**config.mk**
```make
export PLATFORM = sky130hd
export DESIGN_NAME = color_aware_parent_select
export DESIGN_NICKNAME = d
export VERILOG_FILES = /design/src/rtl/cap_pkg.sv /design/src/rtl/cap_cost.sv /design/src/rtl/cap_cmp.sv /design/src/rtl/cap_pick.sv /design/src/rtl/color_aware_parent_select.sv
export SDC_FILE = /design/constraint.sdc
export NUM_CORES = 1
export LEC_CHECK = 0
export BUFFER_PORTS_ARGS = -buffer_cell sky130_fd_sc_hd__buf_2
export CAP_MARGIN = 20
export CELL_PAD_IN_SITES_DETAIL_PLACEMENT = 2
export CELL_PAD_IN_SITES_GLOBAL_PLACEMENT = 2
export CORE_UTILIZATION = 24
export CTS_BUF_LIST = sky130_fd_sc_hd__clkbuf_4
export DETAILED_ROUTE_END_ITERATION = 8
export HOLD_SLACK_MARGIN = 0.02
export PLACE_DENSITY = 0.64
export SLEW_MARGIN = 15
export SYNTH_ARGS = -nofsm -noshare
export SYNTH_HDL_FRONTEND = slang
export SYNTH_SLANG_ARGS = --single-unit
```
**constraint.sdc**
```tcl
create_clock -name clk -period 6 [get_ports clk]
set_input_delay 1.2 -clock clk [delete_from_list [all_inputs] [get_ports clk]]
set_output_delay 1.2 -clock clk [all_outputs]
set_load 0.02 [all_outputs]
```
**src/rtl/cap_pkg.sv**
```systemverilog
// Package for the colour-aware parent selector: codes, config and stage types.
`timescale 1ns / 1ps
package cap_pkg;

  localparam int unsigned CostW  = 16;
  localparam int unsigned ColorW = 3;
  localparam int unsigned CfgIdxW = 3;

  localparam logic [CostW-1:0] COST_SAT = 16'hffff;

  // colour codes
  localparam logic [ColorW-1:0] COLOR_WHITE  = 3'd0;
  localparam logic [ColorW-1:0] COLOR_RED    = 3'd1;
  localparam logic [ColorW-1:0] COLOR_ORANGE = 3'd2;
  localparam logic [ColorW-1:0] COLOR_PURPLE = 3'd3;

  // metric type codes
  localparam logic [1:0] MT_ETX    = 2'd0;
  localparam logic [1:0] MT_LCOLOR = 2'd1;
  localparam logic [1:0] MT_ENERGY = 2'd2;
  localparam logic [1:0] MT_RANK   = 2'd3;

  // parent codes, shared by preferred_which and chosen
  localparam logic [1:0] PAR_NONE   = 2'd0;
  localparam logic [1:0] PAR_FIRST  = 2'd1;
  localparam logic [1:0] PAR_SECOND = 2'd2;

  // configuration register indexes
  localparam logic [CfgIdxW-1:0] REG_METRIC_TYPE   = 3'd0;
  localparam logic [CfgIdxW-1:0] REG_OWN_COLOR     = 3'd1;
  localparam logic [CfgIdxW-1:0] REG_ANCHOR_RANK   = 3'd2;
  localparam logic [CfgIdxW-1:0] REG_MAX_LINK_COST = 3'd3;
  localparam logic [CfgIdxW-1:0] REG_PATH_LIMIT    = 3'd4;
  localparam logic [CfgIdxW-1:0] REG_SWITCH_THR    = 3'd5;

  // reset values
  localparam logic [1:0]        RST_METRIC_TYPE   = MT_LCOLOR;
  localparam logic [ColorW-1:0] RST_OWN_COLOR     = COLOR_WHITE;
  localparam logic [CostW-1:0]  RST_ANCHOR_RANK   = 16'd256;
  localparam logic [CostW-1:0]  RST_MAX_LINK_COST = 16'd1024;
  localparam logic [CostW-1:0]  RST_PATH_LIMIT    = 16'd32768;
  localparam logic [CostW-1:0]  RST_SWITCH_THR    = 16'd96;

  typedef struct packed {
    logic [1:0]        metric_type;
    logic [ColorW-1:0] own_color;
    logic [CostW-1:0]  anchor_rank;
    logic [CostW-1:0]  max_link_cost;
    logic [CostW-1:0]  path_limit;
    logic [CostW-1:0]  switch_threshold;
  } cfg_t;

  typedef struct packed {
    logic              present;
    logic [CostW-1:0]  link_cost;
    logic [CostW-1:0]  rank;
    logic [CostW-1:0]  metric;
    logic [ColorW-1:0] color;
  } cand_t;

  // after cost stage
  typedef struct packed {
    logic [CostW-1:0] c1;
    logic [CostW-1:0] c2;
    logic             link_ok1;
    logic             link_ok2;
    logic             root1;
    logic             root2;
    logic             red1;
    logic             red2;
    logic             orange1;
    logic             orange2;
    logic [1:0]       pref;
  } s1_t;

  // after compare stage
  typedef struct packed {
    logic             ok1;
    logic             ok2;
    logic [CostW-1:0] diff;
    logic             c1_lt;
    logic             root1;
    logic             root2;
    logic             red1;
    logic             red2;
    logic             orange1;
    logic             orange2;
    logic [1:0]       pref;
  } s2_t;

endpackage

```
**src/rtl/cap_cost.sv**
```systemverilog
// Stage 1: path cost per candidate, link limit, root and colour decode.
`timescale 1ns / 1ps
module cap_cost (
  input  logic          clk,
  input  logic          rst_n,
  input  logic          in_vld,
  input  cap_pkg::cfg_t cfg,
  input  cap_pkg::cand_t cand1,
  input  cap_pkg::cand_t cand2,
  input  logic [1:0]    pref,
  output logic          s1_vld,
  output cap_pkg::s1_t  s1
);

  logic         vld_r;
  cap_pkg::s1_t s1_r;
  cap_pkg::s1_t s1_nxt;

  function automatic logic [cap_pkg::CostW-1:0] route_cost(
    input logic [1:0]                mt,
    input logic [cap_pkg::CostW-1:0] link,
    input logic [cap_pkg::CostW-1:0] rank,
    input logic [cap_pkg::CostW-1:0] metric
  );
    logic [cap_pkg::CostW-1:0] base;
    logic [cap_pkg::CostW:0]   sum;
    case (mt)
      cap_pkg::MT_ETX, cap_pkg::MT_LCOLOR: base = metric;
      cap_pkg::MT_ENERGY: base = {metric[7:0], 8'h00};
      default: base = rank;
    endcase
    sum = {1'b0, base} + {1'b0, link};
    route_cost = sum[cap_pkg::CostW] ? cap_pkg::COST_SAT : sum[cap_pkg::CostW-1:0];
  endfunction

  always_comb begin
    s1_nxt.c1       = route_cost(cfg.metric_type, cand1.link_cost, cand1.rank, cand1.metric);
    s1_nxt.c2       = route_cost(cfg.metric_type, cand2.link_cost, cand2.rank, cand2.metric);
    s1_nxt.link_ok1 = cand1.present && (cand1.link_cost <= cfg.max_link_cost);
    s1_nxt.link_ok2 = cand2.present && (cand2.link_cost <= cfg.max_link_cost);
    s1_nxt.root1    = (cand1.rank == cfg.anchor_rank);
    s1_nxt.root2    = (cand2.rank == cfg.anchor_rank);
    s1_nxt.red1     = (cand1.color == cap_pkg::COLOR_RED);
    s1_nxt.red2     = (cand2.color == cap_pkg::COLOR_RED);
    s1_nxt.orange1  = (cand1.color == cap_pkg::COLOR_ORANGE);
    s1_nxt.orange2  = (cand2.color == cap_pkg::COLOR_ORANGE);
    s1_nxt.pref     = pref;
  end

  always_ff @(posedge clk) begin
    if (!rst_n) begin
      vld_r <= 1'b0;
    end else begin
      vld_r <= in_vld;
    end
    s1_r <= s1_nxt;
  end

  assign s1_vld = vld_r;
  assign s1     = s1_r;

endmodule

```
**src/rtl/cap_cmp.sv**
```systemverilog
// Stage 2: path cost limit, cost difference and cheaper-candidate flag.
`timescale 1ns / 1ps
module cap_cmp (
  input  logic          clk,
  input  logic          rst_n,
  input  cap_pkg::cfg_t cfg,
  input  logic          s1_vld,
  input  cap_pkg::s1_t  s1,
  output logic          s2_vld,
  output cap_pkg::s2_t  s2
);

  logic         vld_r;
  cap_pkg::s2_t s2_r;
  cap_pkg::s2_t s2_nxt;

  always_comb begin
    s2_nxt.ok1     = s1.link_ok1 && (s1.c1 <= cfg.path_limit);
    s2_nxt.ok2     = s1.link_ok2 && (s1.c2 <= cfg.path_limit);
    s2_nxt.c1_lt   = (s1.c1 < s1.c2);
    s2_nxt.diff    = s2_nxt.c1_lt ? (s1.c2 - s1.c1) : (s1.c1 - s1.c2);
    s2_nxt.root1   = s1.root1;
    s2_nxt.root2   = s1.root2;
    s2_nxt.red1    = s1.red1;
    s2_nxt.red2    = s1.red2;
    s2_nxt.orange1 = s1.orange1;
    s2_nxt.orange2 = s1.orange2;
    s2_nxt.pref    = s1.pref;
  end

  always_ff @(posedge clk) begin
    if (!rst_n) begin
      vld_r <= 1'b0;
    end else begin
      vld_r <= s1_vld;
    end
    s2_r <= s2_nxt;
  end

  assign s2_vld = vld_r;
  assign s2     = s2_r;

endmodule

```
**src/rtl/cap_pick.sv**
```systemverilog
// Stage 3: rule priority (eligibility, hysteresis, root, orange, own colour, cost).
`timescale 1ns / 1ps
module cap_pick (
  input  logic          clk,
  input  logic          rst_n,
  input  cap_pkg::cfg_t cfg,
  input  logic          s2_vld,
  input  cap_pkg::s2_t  s2,
  output logic          out_vld,
  output logic [1:0]    out_par
);

  logic       vld_r;
  logic [1:0] par_r;
  logic [1:0] par_nxt;
  logic [1:0] cheap;
  logic       pref_set;
  logic       own_red;
  logic       own_purple;

  always_comb begin
    cheap      = s2.c1_lt ? cap_pkg::PAR_FIRST : cap_pkg::PAR_SECOND;
    pref_set   = (s2.pref == cap_pkg::PAR_FIRST) || (s2.pref == cap_pkg::PAR_SECOND);
    own_red    = (cfg.own_color == cap_pkg::COLOR_RED);
    own_purple = (cfg.own_color == cap_pkg::COLOR_PURPLE);

    if (!s2.ok1) begin
      par_nxt = s2.ok2 ? cap_pkg::PAR_SECOND : cap_pkg::PAR_NONE;
    end else if (!s2.ok2) begin
      par_nxt = cap_pkg::PAR_FIRST;
    end else if ((s2.red1 == s2.red2) && pref_set && (s2.diff < cfg.switch_threshold)) begin
      par_nxt = s2.pref;
    end else if (s2.root1) begin
      par_nxt = cap_pkg::PAR_FIRST;
    end else if (s2.root2) begin
      par_nxt = cap_pkg::PAR_SECOND;
    end else if (s2.orange1) begin
      par_nxt = own_red ? cap_pkg::PAR_FIRST : cheap;
    end else if (s2.orange2) begin
      par_nxt = own_red ? cap_pkg::PAR_SECOND : cheap;
    end else if (own_purple) begin
      par_nxt = s2.red1 ? cap_pkg::PAR_FIRST : (s2.red2 ? cap_pkg::PAR_SECOND : cheap);
    end else if (own_red) begin
      // a lone red candidate wins; two or none fall back to cost
      if (s2.red1 && !s2.red2) begin
        par_nxt = cap_pkg::PAR_FIRST;
      end else if (s2.red2 && !s2.red1) begin
        par_nxt = cap_pkg::PAR_SECOND;
      end else begin
        par_nxt = cheap;
      end
    end else begin
      par_nxt = cheap;
    end
  end

  always_ff @(posedge clk) begin
    if (!rst_n) begin
      vld_r <= 1'b0;
    end else begin
      vld_r <= s2_vld;
    end
    par_r <= par_nxt;
  end

  assign out_vld = vld_r;
  assign out_par = par_r;

endmodule

```
**src/rtl/color_aware_parent_select.sv**
```systemverilog
// Top level: config registers and the three-stage parent selection pipeline.
//
//   channel   ports                               handshake
//   input     start, busy, in_first_*, in_second_*, in_preferred_which
//                                                 taken when start & !busy
//   result    out_valid, out_chosen               one-cycle strobe, no back-pressure
//   config    cfg_we, cfg_idx, cfg_wdata          write when cfg_we high
//
// A transaction enters every cycle; its result strobe passes through the three register
// stages in order after acceptance: cost, compare, rule selection.
// busy is never raised: the receiver cannot stall, so nothing ever backs up.
// Synchronous active-low reset clears the stage valid bits and loads register defaults.
`timescale 1ns / 1ps
module color_aware_parent_select (
  input  logic                          clk,
  input  logic                          rst_n,
  input  logic                          start,
  output logic                          busy,
  input  logic                          in_first_present,
  input  logic [cap_pkg::CostW-1:0]     in_first_link_cost,
  input  logic [cap_pkg::CostW-1:0]     in_first_rank,
  input  logic [cap_pkg::CostW-1:0]     in_first_metric,
  input  logic [cap_pkg::ColorW-1:0]    in_first_color,
  input  logic                          in_second_present,
  input  logic [cap_pkg::CostW-1:0]     in_second_link_cost,
  input  logic [cap_pkg::CostW-1:0]     in_second_rank,
  input  logic [cap_pkg::CostW-1:0]     in_second_metric,
  input  logic [cap_pkg::ColorW-1:0]    in_second_color,
  input  logic [1:0]                    in_preferred_which,
  output logic                          out_valid,
  output logic [1:0]                    out_chosen,
  input  logic                          cfg_we,
  input  logic [cap_pkg::CfgIdxW-1:0]   cfg_idx,
  input  logic [cap_pkg::CostW-1:0]     cfg_wdata
);

  cap_pkg::cfg_t  cfg_r;
  cap_pkg::cand_t cand1;
  cap_pkg::cand_t cand2;
  cap_pkg::s1_t   s1;
  cap_pkg::s2_t   s2;
  logic           s1_vld;
  logic           s2_vld;
  logic           accept;

  assign busy   = 1'b0;
  assign accept = start && !busy;

  always_ff @(posedge clk) begin
    if (!rst_n) begin
      cfg_r.metric_type      <= cap_pkg::RST_METRIC_TYPE;
      cfg_r.own_color        <= cap_pkg::RST_OWN_COLOR;
      cfg_r.anchor_rank      <= cap_pkg::RST_ANCHOR_RANK;
      cfg_r.max_link_cost    <= cap_pkg::RST_MAX_LINK_COST;
      cfg_r.path_limit       <= cap_pkg::RST_PATH_LIMIT;
      cfg_r.switch_threshold <= cap_pkg::RST_SWITCH_THR;
    end else if (cfg_we) begin
      case (cfg_idx)
        cap_pkg::REG_METRIC_TYPE:   cfg_r.metric_type      <= cfg_wdata[1:0];
        cap_pkg::REG_OWN_COLOR:     cfg_r.own_color        <= cfg_wdata[cap_pkg::ColorW-1:0];
        cap_pkg::REG_ANCHOR_RANK:   cfg_r.anchor_rank      <= cfg_wdata;
        cap_pkg::REG_MAX_LINK_COST: cfg_r.max_link_cost    <= cfg_wdata;
        cap_pkg::REG_PATH_LIMIT:    cfg_r.path_limit       <= cfg_wdata;
        cap_pkg::REG_SWITCH_THR:    cfg_r.switch_threshold <= cfg_wdata;
        default: ;
      endcase
    end
  end

  always_comb begin
    cand1.present   = in_first_present;
    cand1.link_cost = in_first_link_cost;
    cand1.rank      = in_first_rank;
    cand1.metric    = in_first_metric;
    cand1.color     = in_first_color;
    cand2.present   = in_second_present;
    cand2.link_cost = in_second_link_cost;
    cand2.rank      = in_second_rank;
    cand2.metric    = in_second_metric;
    cand2.color     = in_second_color;
  end

  cap_cost u_cost (
    .clk    (clk),
    .rst_n  (rst_n),
    .in_vld (accept),
    .cfg    (cfg_r),
    .cand1  (cand1),
    .cand2  (cand2),
    .pref   (in_preferred_which),
    .s1_vld (s1_vld),
    .s1     (s1)
  );

  cap_cmp u_cmp (
    .clk    (clk),
    .rst_n  (rst_n),
    .cfg    (cfg_r),
    .s1_vld (s1_vld),
    .s1     (s1),
    .s2_vld (s2_vld),
    .s2     (s2)
  );

  cap_pick u_pick (
    .clk     (clk),
    .rst_n   (rst_n),
    .cfg     (cfg_r),
    .s2_vld  (s2_vld),
    .s2      (s2),
    .out_vld (out_valid),
    .out_par (out_chosen)
  );

endmodule
```
Yosys cells after proc, flatten, opt, wreduce, memory -nomap -nowiden
Cells that the tools add are included.
{ "classes": {"add_sub_neg": 4, "n_lt_le_gt_ge": 6, "eq_ne": 18, "n_mux": 20, "n_reduce_logical": 20} }
{ "op_table": {"columns": ["op", "n"], "rows": [
  ["$le 16x16->1", 4],
  ["$pmux 16 s2", 2],
  ["$add 16x16->17", 2],
  ["$mux 2", 17],
  ["$eq 16x16->1", 2],
  ["$lt 16x16->1", 2],
  ["$sub 16x16->16", 2],
  ["$mux 16", 1],
  ["$eq 3x2->1 const B", 5],
  ["$eq 3x1->1 const B", 4],
  ["$reduce_and 2->1", 6],
  ["$logic_and 1x1->1", 8],
  ["$eq 3x3->1 const B", 2],
  ["$eq 2x1->1 const B", 2],
  ["$eq 2x2->1 const B", 2],
  ["$logic_not 3->1", 1],
  ["$logic_not 1->1", 2],
  ["$logic_not 2->1", 1],
  ["$reduce_or 2->1", 1],
  ["$eq 1x1->1", 1],
  ["$logic_or 1x1->1", 1]
]} }
{ "totals": {"ff_bits": 143, "input_bits": 129, "word_cells": 100} }

Longest topological paths before layout
Gate-level depths: netlist (run 1).
{ "depth": {"ltp_word": 13, "ltp_mapped": 16} }

Hierarchy
Synthesis (run 1) repeated with hierarchy kept, for this count alone.
{ "unflattened": {"hier_cells": 1211, "hier_area_um2": 10289.9} }
{ "by_module_without_submodules": {"columns": ["mod", "instances", "cells_per_inst", "area_per_inst_um2", "seq_area_each_um2"], "rows": [
  ["cap_cost", 1, 536, 4197.8, 860.8],
  ["cap_cmp", 1, 337, 2808.9, 560.5],
  ["color_aware_parent_select", 1, 256, 2650.0, 1381.3],
  ["cap_pick", 1, 82, 633.1, 60.1]
]} }

Worst setup path after synthesis (run 1)
OpenSTA, ideal clock, no wires.
{ "synth_timing": {"path_kind": "input-to-reg", "startpoint": "input in_first_rank[0] in the netlist's numbering", "endpoint": "register u_cost.s1_r (netlist bit u_cost.s1[28])", "setup_ns": 0.119, "arrival_time_ns": 3.202, "required_time_ns": 5.881, "slack_ns": 2.679, "path_stages": 11, "path_buffers": 1, "cell_sequence": "nand2_1 o21ai_0 ha_1 fa_1 a211oi_1 o21a_1 o31ai_1 a31oi_1 o21a_1 buf_2 nand2_1"} }
{ "synth_between": {"elab_chain_len": 2} }
{ "synth_lines": {"columns": ["item", "line_no", "source"], "rows": [
  ["start, declared", "color_aware_parent_select.sv:21", "input logic [cap_pkg::CostW-1:0] in_first_rank,"],
  ["$pmux 16 s2", "cap_cost.sv:27", "case (mt)"],
  ["$add 16x16->17", "cap_cost.sv:32", "sum = {1'b0, base} + {1'b0, link};"],
  ["end signal, assigned", "cap_cost.sv:56", "s1_r <= s1_nxt;"],
  ["end, declared", "cap_cost.sv:16", "cap_pkg::s1_t s1_r;"]
]} }
No other way between the ends.
A chain may end at the register's enable or synchronous reset.

Worst setup path after layout (run 1)
{ "layout_timing": {"startpoint": "register cfg_r[68] in the netlist's numbering", "endpoint": "register u_cost.s1_r (netlist bit u_cost.s1[18])"} }
{ "layout_between": {"elab_chain_len": 4, "word_cells_on_any_way": 6, "classes_between": "add/sub (1); eq/ne (2); mux (1); reduce/logical (2)"} }
{ "layout_lines": {"columns": ["item", "line_no", "source"], "rows": [
  ["start, declared", "color_aware_parent_select.sv:37", "cap_pkg::cfg_t cfg_r;"],
  ["$eq 2x1->1 or $logic_not 2->1 (tied branches)", "cap_cost.sv:27", null],
  ["$reduce_or 2->1", "cap_cost.sv:27", null],
  ["$pmux 16 s2 (*)", "cap_cost.sv:27", null],
  ["$add 16x16->17 (*)", "cap_cost.sv:32", null]
]} }
Mark *: on every way between the ends. The rest lies on a longest branch, timed or not.

==> flow_metrics.py, run 1 <==
metrics = {
    "final_layout": {
        "syn_to_final_growth_pct": 14.9,
        "drive_gt1_share_pct": 13.0,
        "nFillCells": 4939,
        "final_nets": 1678,
    },
    "worst_hold_path": {
        "whs_path_depth": 0,
        "hp-class": "flip-flop to flip-flop",
        "hold_path.startpoint": "u_cost.s1[3]",
        "hold_end": "u_cmp.s2[3]",
    },
    "grt": {
        "grt_pass1_wl_mm": 60.7,
        "grt_pass1_vias": 10341,
        "grt_use_total_pct": 18.5,
        "antenna_found_initial": 3,
        "grt_max_degree": 73,
        "grt-ovfl-total": 0,
    },
    "clocking": {
        "hold_buffers": 0,
        "cts_tree": "done",
        "ctsRootBufferMaster": "clkbuf_4",
        "clk_path_buf_depth": 2,
        "clk_latency_ns": 0.60,
        "cts_buffers": 17,
        "clk_pin_slew_ns": 0.14,
        "cts_setup_buffers": 0,
        "cts_resized": 0,
        "cts_num_sinks": 143,
        "htreeDepth": 4,
    },
    "sta": {
        "slew_violations": 0,
        "finalSetupViolations": 0,
        "fin_worst_skew_ns": 0.0316,
        "rsz0062_at_grt": "false",
        "finalHoldViolCount": 0,
        "maxSlewHeadroom_pct": 39.0,
        "whs_ns": 0.340,
        "period_share_pct": 66.9,
        "tns_ns": 0,
        "clock.fmax_mhz": 249,
        "worst_pin_slew_ns": 0.907,
        "finalCriticalPeriod_ns": 4.01,
        "setup_ws_ns": 1.99,
    },
    "route": {
        "drc": 0,
        "drt_iter0_markers": 290,
        "via_count": 9473,
        "routed_via_density": 4.85,
        "ant_nets": 0,
        "routedWlPerCell_um": 20.3,
        "first_pass_iters": 4,
        "drt-total-wl_mm": 39.7,
    },
    "pwr": {
        "swShare_pct": 41.3,
        "cellInternalPower_mw": 2.00,
        "ir_worst_vdd_v": 0.000115,
        "power_frac_clock_pct": 21.6,
        "leakage_nw": 5.08,
        "combPwrFrac_pct": 43.1,
        "cellPowerDensity_nw_per_um2": 289,
        "p_sw_mw": 1.41,
        "pwr-share-seq_pct": 35.3,
    },
    "synth": {
        "synth_area_leaders": "dfxtp_1 (28%), ha_1 (18%), nand2_1 (7.1%)",
        "syn_inst": 1286,
        "synth.most_common_cell": "nand2_1",
        "yosysWarnings": 0,
        "avgSynthCellArea_um2": 7.99,
        "synth_top_area_share_pct": 27.9,
        "synth-edff-count": 0,
        "synth_top_cell_by_area": "dfxtp_1",
        "synth_area_um2": 10300,
        "syn_nets": 1564,
        "async_flop_share_pct": 0,
        "ys_seq_area_share_pct": 27.9,
        "synth.top_cells.by_count": "nand2_1 (194), ha_1 (145), dfxtp_1 (143), inv_1 (117), a21oi_1 (82)",
        "synth_seq_cells": 143,
        "ys.flop_type": "dfxtp_1",
        "synth_cell_type_count": 58,
    },
    "setup_path": {
        "regToRegSetupSlack_ns": 1.99,
        "crit_required_ns": 6.41,
        "critPathMaxFanout": 50,
        "cp_top_family": "compound AO/OA/AOI/OAI gates",
        "slowest_stage": "o41ai_4",
        "end_kind": "flip-flop",
        "arrival_ns": 4.43,
        "r2r_end": "u_cost.s1[18]",
        "r2r_start": "cfg_r[68]",
        "startpoint_type": "flip-flop",
        "reg2regPathDepth": 12,
        "critPathKind": "flip-flop to flip-flop",
        "path_common_cell": "o21ai_0",
        "path_cells": "buf_4, and2_1, nand2_1, o21ai_0, ha_1, nor2b_1, o21ai_0, a21o_1, a21o_1, nor2_1, o41ai_4, o21ai_0",
        "cp_num_buf_inv": 1,
        "cpPeakStageDelay_ns": 0.74,
    },
    "place": {
        "hpwl_mm": 33.5,
        "place_ws_ns": 1.84,
        "gp_congestion": 0.888,
        "port_buffers": 131,
    },
    "floorplanning": {
        "die_width_um": 209,
        "die_h_um": 209,
        "ios": 133,
        "die-area_um2": 43600,
        "start_util_pct": 24.4,
        "core_area_um2": 42100,
        "rows": 75,
    },
    "job": {
        "max-cap-violations": 0,
    },
    "run_status": {
        "status": "finished, final reports clean",
    },
}
[state kept, by name (all words and copies together) (netlist names)]
signal,count
u_pick.out_vld,1
u_pick.out_par,2
u_cmp.s2_vld,1
u_cost.s1,42
cfg_r,69
u_cost.s1_vld,1
u_cmp.s2,27
[power by group through the flow]
stage                     clock network (mW)  logic, mW  registers [mW]
final                                  0.737       1.47            1.20
after global routing                   0.806       1.65            1.22
after CTS                              0.767       1.49            1.21
after detailed placement                   0       1.48            1.23
after global placement                     0       1.44            1.23
after floorplan                            0       1.05            1.16
[layer usage]
metal,global-route usage (%),part of all wire (%),up-vias
li1,-,-,4674
met4,6.21,2.7,0
met1,23.9,47,4611
met2,31.8,48,152
met3,2.04,2.7,36
met5,0,0,-
[kinds of logic after synthesis]
| group | after synthesis | synth area share, % |
|---|---|---|
| compound gates | 338 | 21.5 |
| xor+xnor | 61 | 5.20 |
| fa+ha+maj | 149 | 18.4 |
| buf+inv | 159 | 6.05 |
| flops | 143 | 27.9 |
| mux | 29 | 2.82 |
| other cells | 1 | 0.0365 |
| simple gates | 406 | 18.1 |
[stage by stage]
stage / cell area, um^2 / util (%) / total power [mW] / cells
floorplan: 10300 / - / 2.20 / 1286
global placement: 11500 / 27.2 / 2.67 / 1919
detailed placement: 11500 / 27.2 / 2.71 / 1919
CTS: 11800 / 28.0 / 3.47 / 1951
global route: 11800 / 28.0 / 3.67 / 1954
finish: 11800 / 28.0 / 3.41 / 1954
[how the worst max path moves through the flow]
stage / start / end / slack [ns] / cells past startpoint
3_3_place_gp: in_first_rank[0] / u_cost.s1[39] / 2.03 / 11
6_report: cfg_r[68] / u_cost.s1[18] / 1.99 / 12
4_1_cts: cfg_r[68] / u_cost.s1[18] / 1.94 / 12
2_1_floorplan: in_first_rank[0] / u_cost.s1[28] / 2.68 / 11
5_1_grt: cfg_r[68] / u_cost.s1[23] / 1.56 / 12
3_5_place_dp: in_first_rank[0] / u_cost.s1[39] / 1.84 / 11
[placed cells by master, fill, tap and decap left out, types with 24 or more instances in the layout]
| cell type | instances |
|---|---|
| mux2i_1 | 29 |
| o21ai_0 | 74 |
| xnor2_1 | 49 |
| ha_1 | 145 |
| buf_2 | 131 |
| nor2_1 | 74 |
| nand2_1 | 194 |
| dfxtp_1 | 143 |
| a21boi_0 | 61 |
| a21oi_1 | 82 |
| nand4_1 | 24 |
| inv_1 | 117 |
[layout make-up]
type | count | area (um^2) | share of cell area, %
Clock inverter | 13 | 179 | 1.52
Multi-Input combinational cell | 984 | 6800 | 57.6
Sequential cell | 143 | 2860 | 24.3
Tap cell | 539 | 674 | 5.71
Timing Repair Buffer | 137 | 701 | 5.94
Inverter | 117 | 439 | 3.72
Antenna cell | 2 | 5.00 | 0.0424
Clock buffer | 19 | 143 | 1.21
Note: power is estimated with default switching activity, not from simulation.
==> run 2: changes to the inputs <==
- clock period: 6 -> 3.9 ns (I/O delays scaled with it)
==> flow_metrics.py, run 2 (synthesized netlist as in run 1, its figures left out) <==
metrics = {
    "run_status": {
        "status": "finished, final reports clean",
    },
    "final_layout": {
        "regMostFlops": "cfg_r",
        "final_common_cell": "nand2_1",
        "nFillCells": 4911,
        "syn_to_final_growth_pct": 14.6,
        "final_cell_mix": "nand2_1 (194), ha_1 (145), dfxtp_1 (143)",
        "final_nets": 1683,
        "largest_reg_flops": 69,
        "drive_gt1_share_pct": 13.2,
    },
    "sta": {
        "setup_ws_ns": 0.428,
        "maxSlewHeadroom_pct": 43.6,
        "rsz0062_at_grt": "false",
        "finalHoldViolCount": 0,
        "fin_worst_skew_ns": 0.0404,
        "worst_pin_slew_ns": 0.839,
        "clock.fmax_mhz": 288,
        "period_share_pct": 89.0,
        "finalSetupViolations": 0,
        "finalCriticalPeriod_ns": 3.47,
        "whs_ns": 0.299,
        "slew_violations": 0,
        "tns_ns": 0,
    },
    "route": {
        "routed_via_density": 4.84,
        "drc": 0,
        "ant_nets": 0,
        "routedWlPerCell_um": 20.4,
        "drt_iter0_markers": 334,
        "first_pass_iters": 4,
        "drt-total-wl_mm": 39.8,
        "via_count": 9472,
    },
    "clocking": {
        "cts_resized": 0,
        "cts_buffers": 17,
        "cts_num_sinks": 143,
        "clk_latency_ns": 0.59,
        "cts_tree": "done",
        "clk_path_buf_depth": 2,
        "cts_setup_buffers": 0,
        "hold_buffers": 0,
        "htreeDepth": 4,
        "ctsRootBufferMaster": "clkbuf_4",
        "clk_pin_slew_ns": 0.16,
    },
    "floorplanning": {
        "die-area_um2": 43600,
        "start_util_pct": 24.4,
        "core_area_um2": 42100,
        "ios": 133,
        "die_width_um": 209,
        "rows": 75,
        "die_h_um": 209,
    },
    "grt": {
        "grt_pass1_vias": 10417,
        "grt_max_degree": 44,
        "antenna_found_initial": 2,
        "grt_pass1_wl_mm": 61.3,
        "grt_use_total_pct": 18.6,
        "grt-ovfl-total": 0,
    },
    "setup_path": {
        "r2r_start": "cfg_r[68]",
        "crit_required_ns": 4.31,
        "cpPeakStageDelay_ns": 0.48,
        "slowest_stage": "dfxtp_1",
        "critPathKind": "flip-flop to flip-flop",
        "path_common_cell": "o21ai_0",
        "startpoint_type": "flip-flop",
        "end_kind": "flip-flop",
        "critPathMaxFanout": 43,
        "path_cells": "buf_4, o21ai_0, ha_1, o21a_1, o21ai_0, o31ai_1, a31oi_1, o21a_1, o21ai_0",
        "reg2regPathDepth": 9,
        "arrival_ns": 3.88,
        "r2r_end": "u_cost.s1[30]",
        "regToRegSetupSlack_ns": 0.43,
    },
    "place": {
        "gp_congestion": 0.869,
        "hpwl_mm": 33.8,
        "place_ws_ns": 0.181,
        "port_buffers": 131,
    },
    "pwr": {
        "ir_worst_vdd_v": 0.000146,
        "leakage_nw": 5.09,
        "cellPowerDensity_nw_per_um2": 435,
    },
    "job": {
        "max-cap-violations": 0,
    },
    "worst_hold_path": {
        "whs_path_depth": 1,
        "hold_path.startpoint": "in_preferred_which[1]",
        "hold_end": "u_cost.s1[1]",
        "hp-class": "input port to flip-flop",
    },
}
[run 2: worst max-delay path by stage]
stage                           from             to  slack [ns]  cells after the start
global placement    in_first_rank[0]  u_cost.s1[39]        0.37                     11
detailed placement  in_first_rank[0]  u_cost.s1[30]        0.18                     11
global route               cfg_r[68]  u_cost.s1[30]        0.12                      9
CTS                        cfg_r[68]  u_cost.s1[30]        0.31                      9
finish                     cfg_r[68]  u_cost.s1[30]        0.43                      9
floorplan                  cfg_r[67]  u_cost.s1[23]        0.68                     15
[run 2: routing by layer]
layer	up-vias	wire length, um	track usage (%)	share of wire [%]
li1	4676	-	-	-
met1	4583	18800	24.2	47
met2	162	18400	31.0	46
met3	49	1220	2.39	3.1
met4	2	1380	7.76	3.5
met5	-	10	0	0.025
[run 2: layout make-up]
type | count | area (um^2) | area share (%)
antenna | 1 | 2.50 | 0.0213
inverter | 117 | 439 | 3.73
multi-input combinational | 984 | 6800 | 57.7
sequential | 143 | 2860 | 24.3
clock inverter | 13 | 129 | 1.09
tap | 539 | 674 | 5.73
clock buffer | 18 | 135 | 1.15
timing repair buffer | 142 | 736 | 6.25
[run 2: through the flow]
| step | power [mW] | util [%] | area, um^2 | instances |
|---|---|---|---|---|
| final | 5.13 | 27.9 | 11800 | 1957 |
| after detailed placement | 4.22 | 27.3 | 11500 | 1923 |
| after global routing | 5.53 | 27.9 | 11800 | 1957 |
| after CTS | 5.21 | 27.9 | 11800 | 1954 |
| after floorplan | 3.39 | - | 10300 | 1286 |
| after global placement | 4.14 | 27.3 | 11500 | 1923 |
[run 2: power by group]
part	internal, mW	switching, mW	total (mW)
sequential	1.67	0.162	1.83
clock	0.335	0.633	0.967
combinational	0.949	1.38	2.33
[run 2: worst max-delay path, delay by kind of cell (launching register included)]
kind,cells,cell delay (ns)
AO/OA/AOI/OAI,7,1.95
adder cells (fa/ha/maj),1,0.44
buffers and inverters,1,0.41
flip-flops,1,0.48
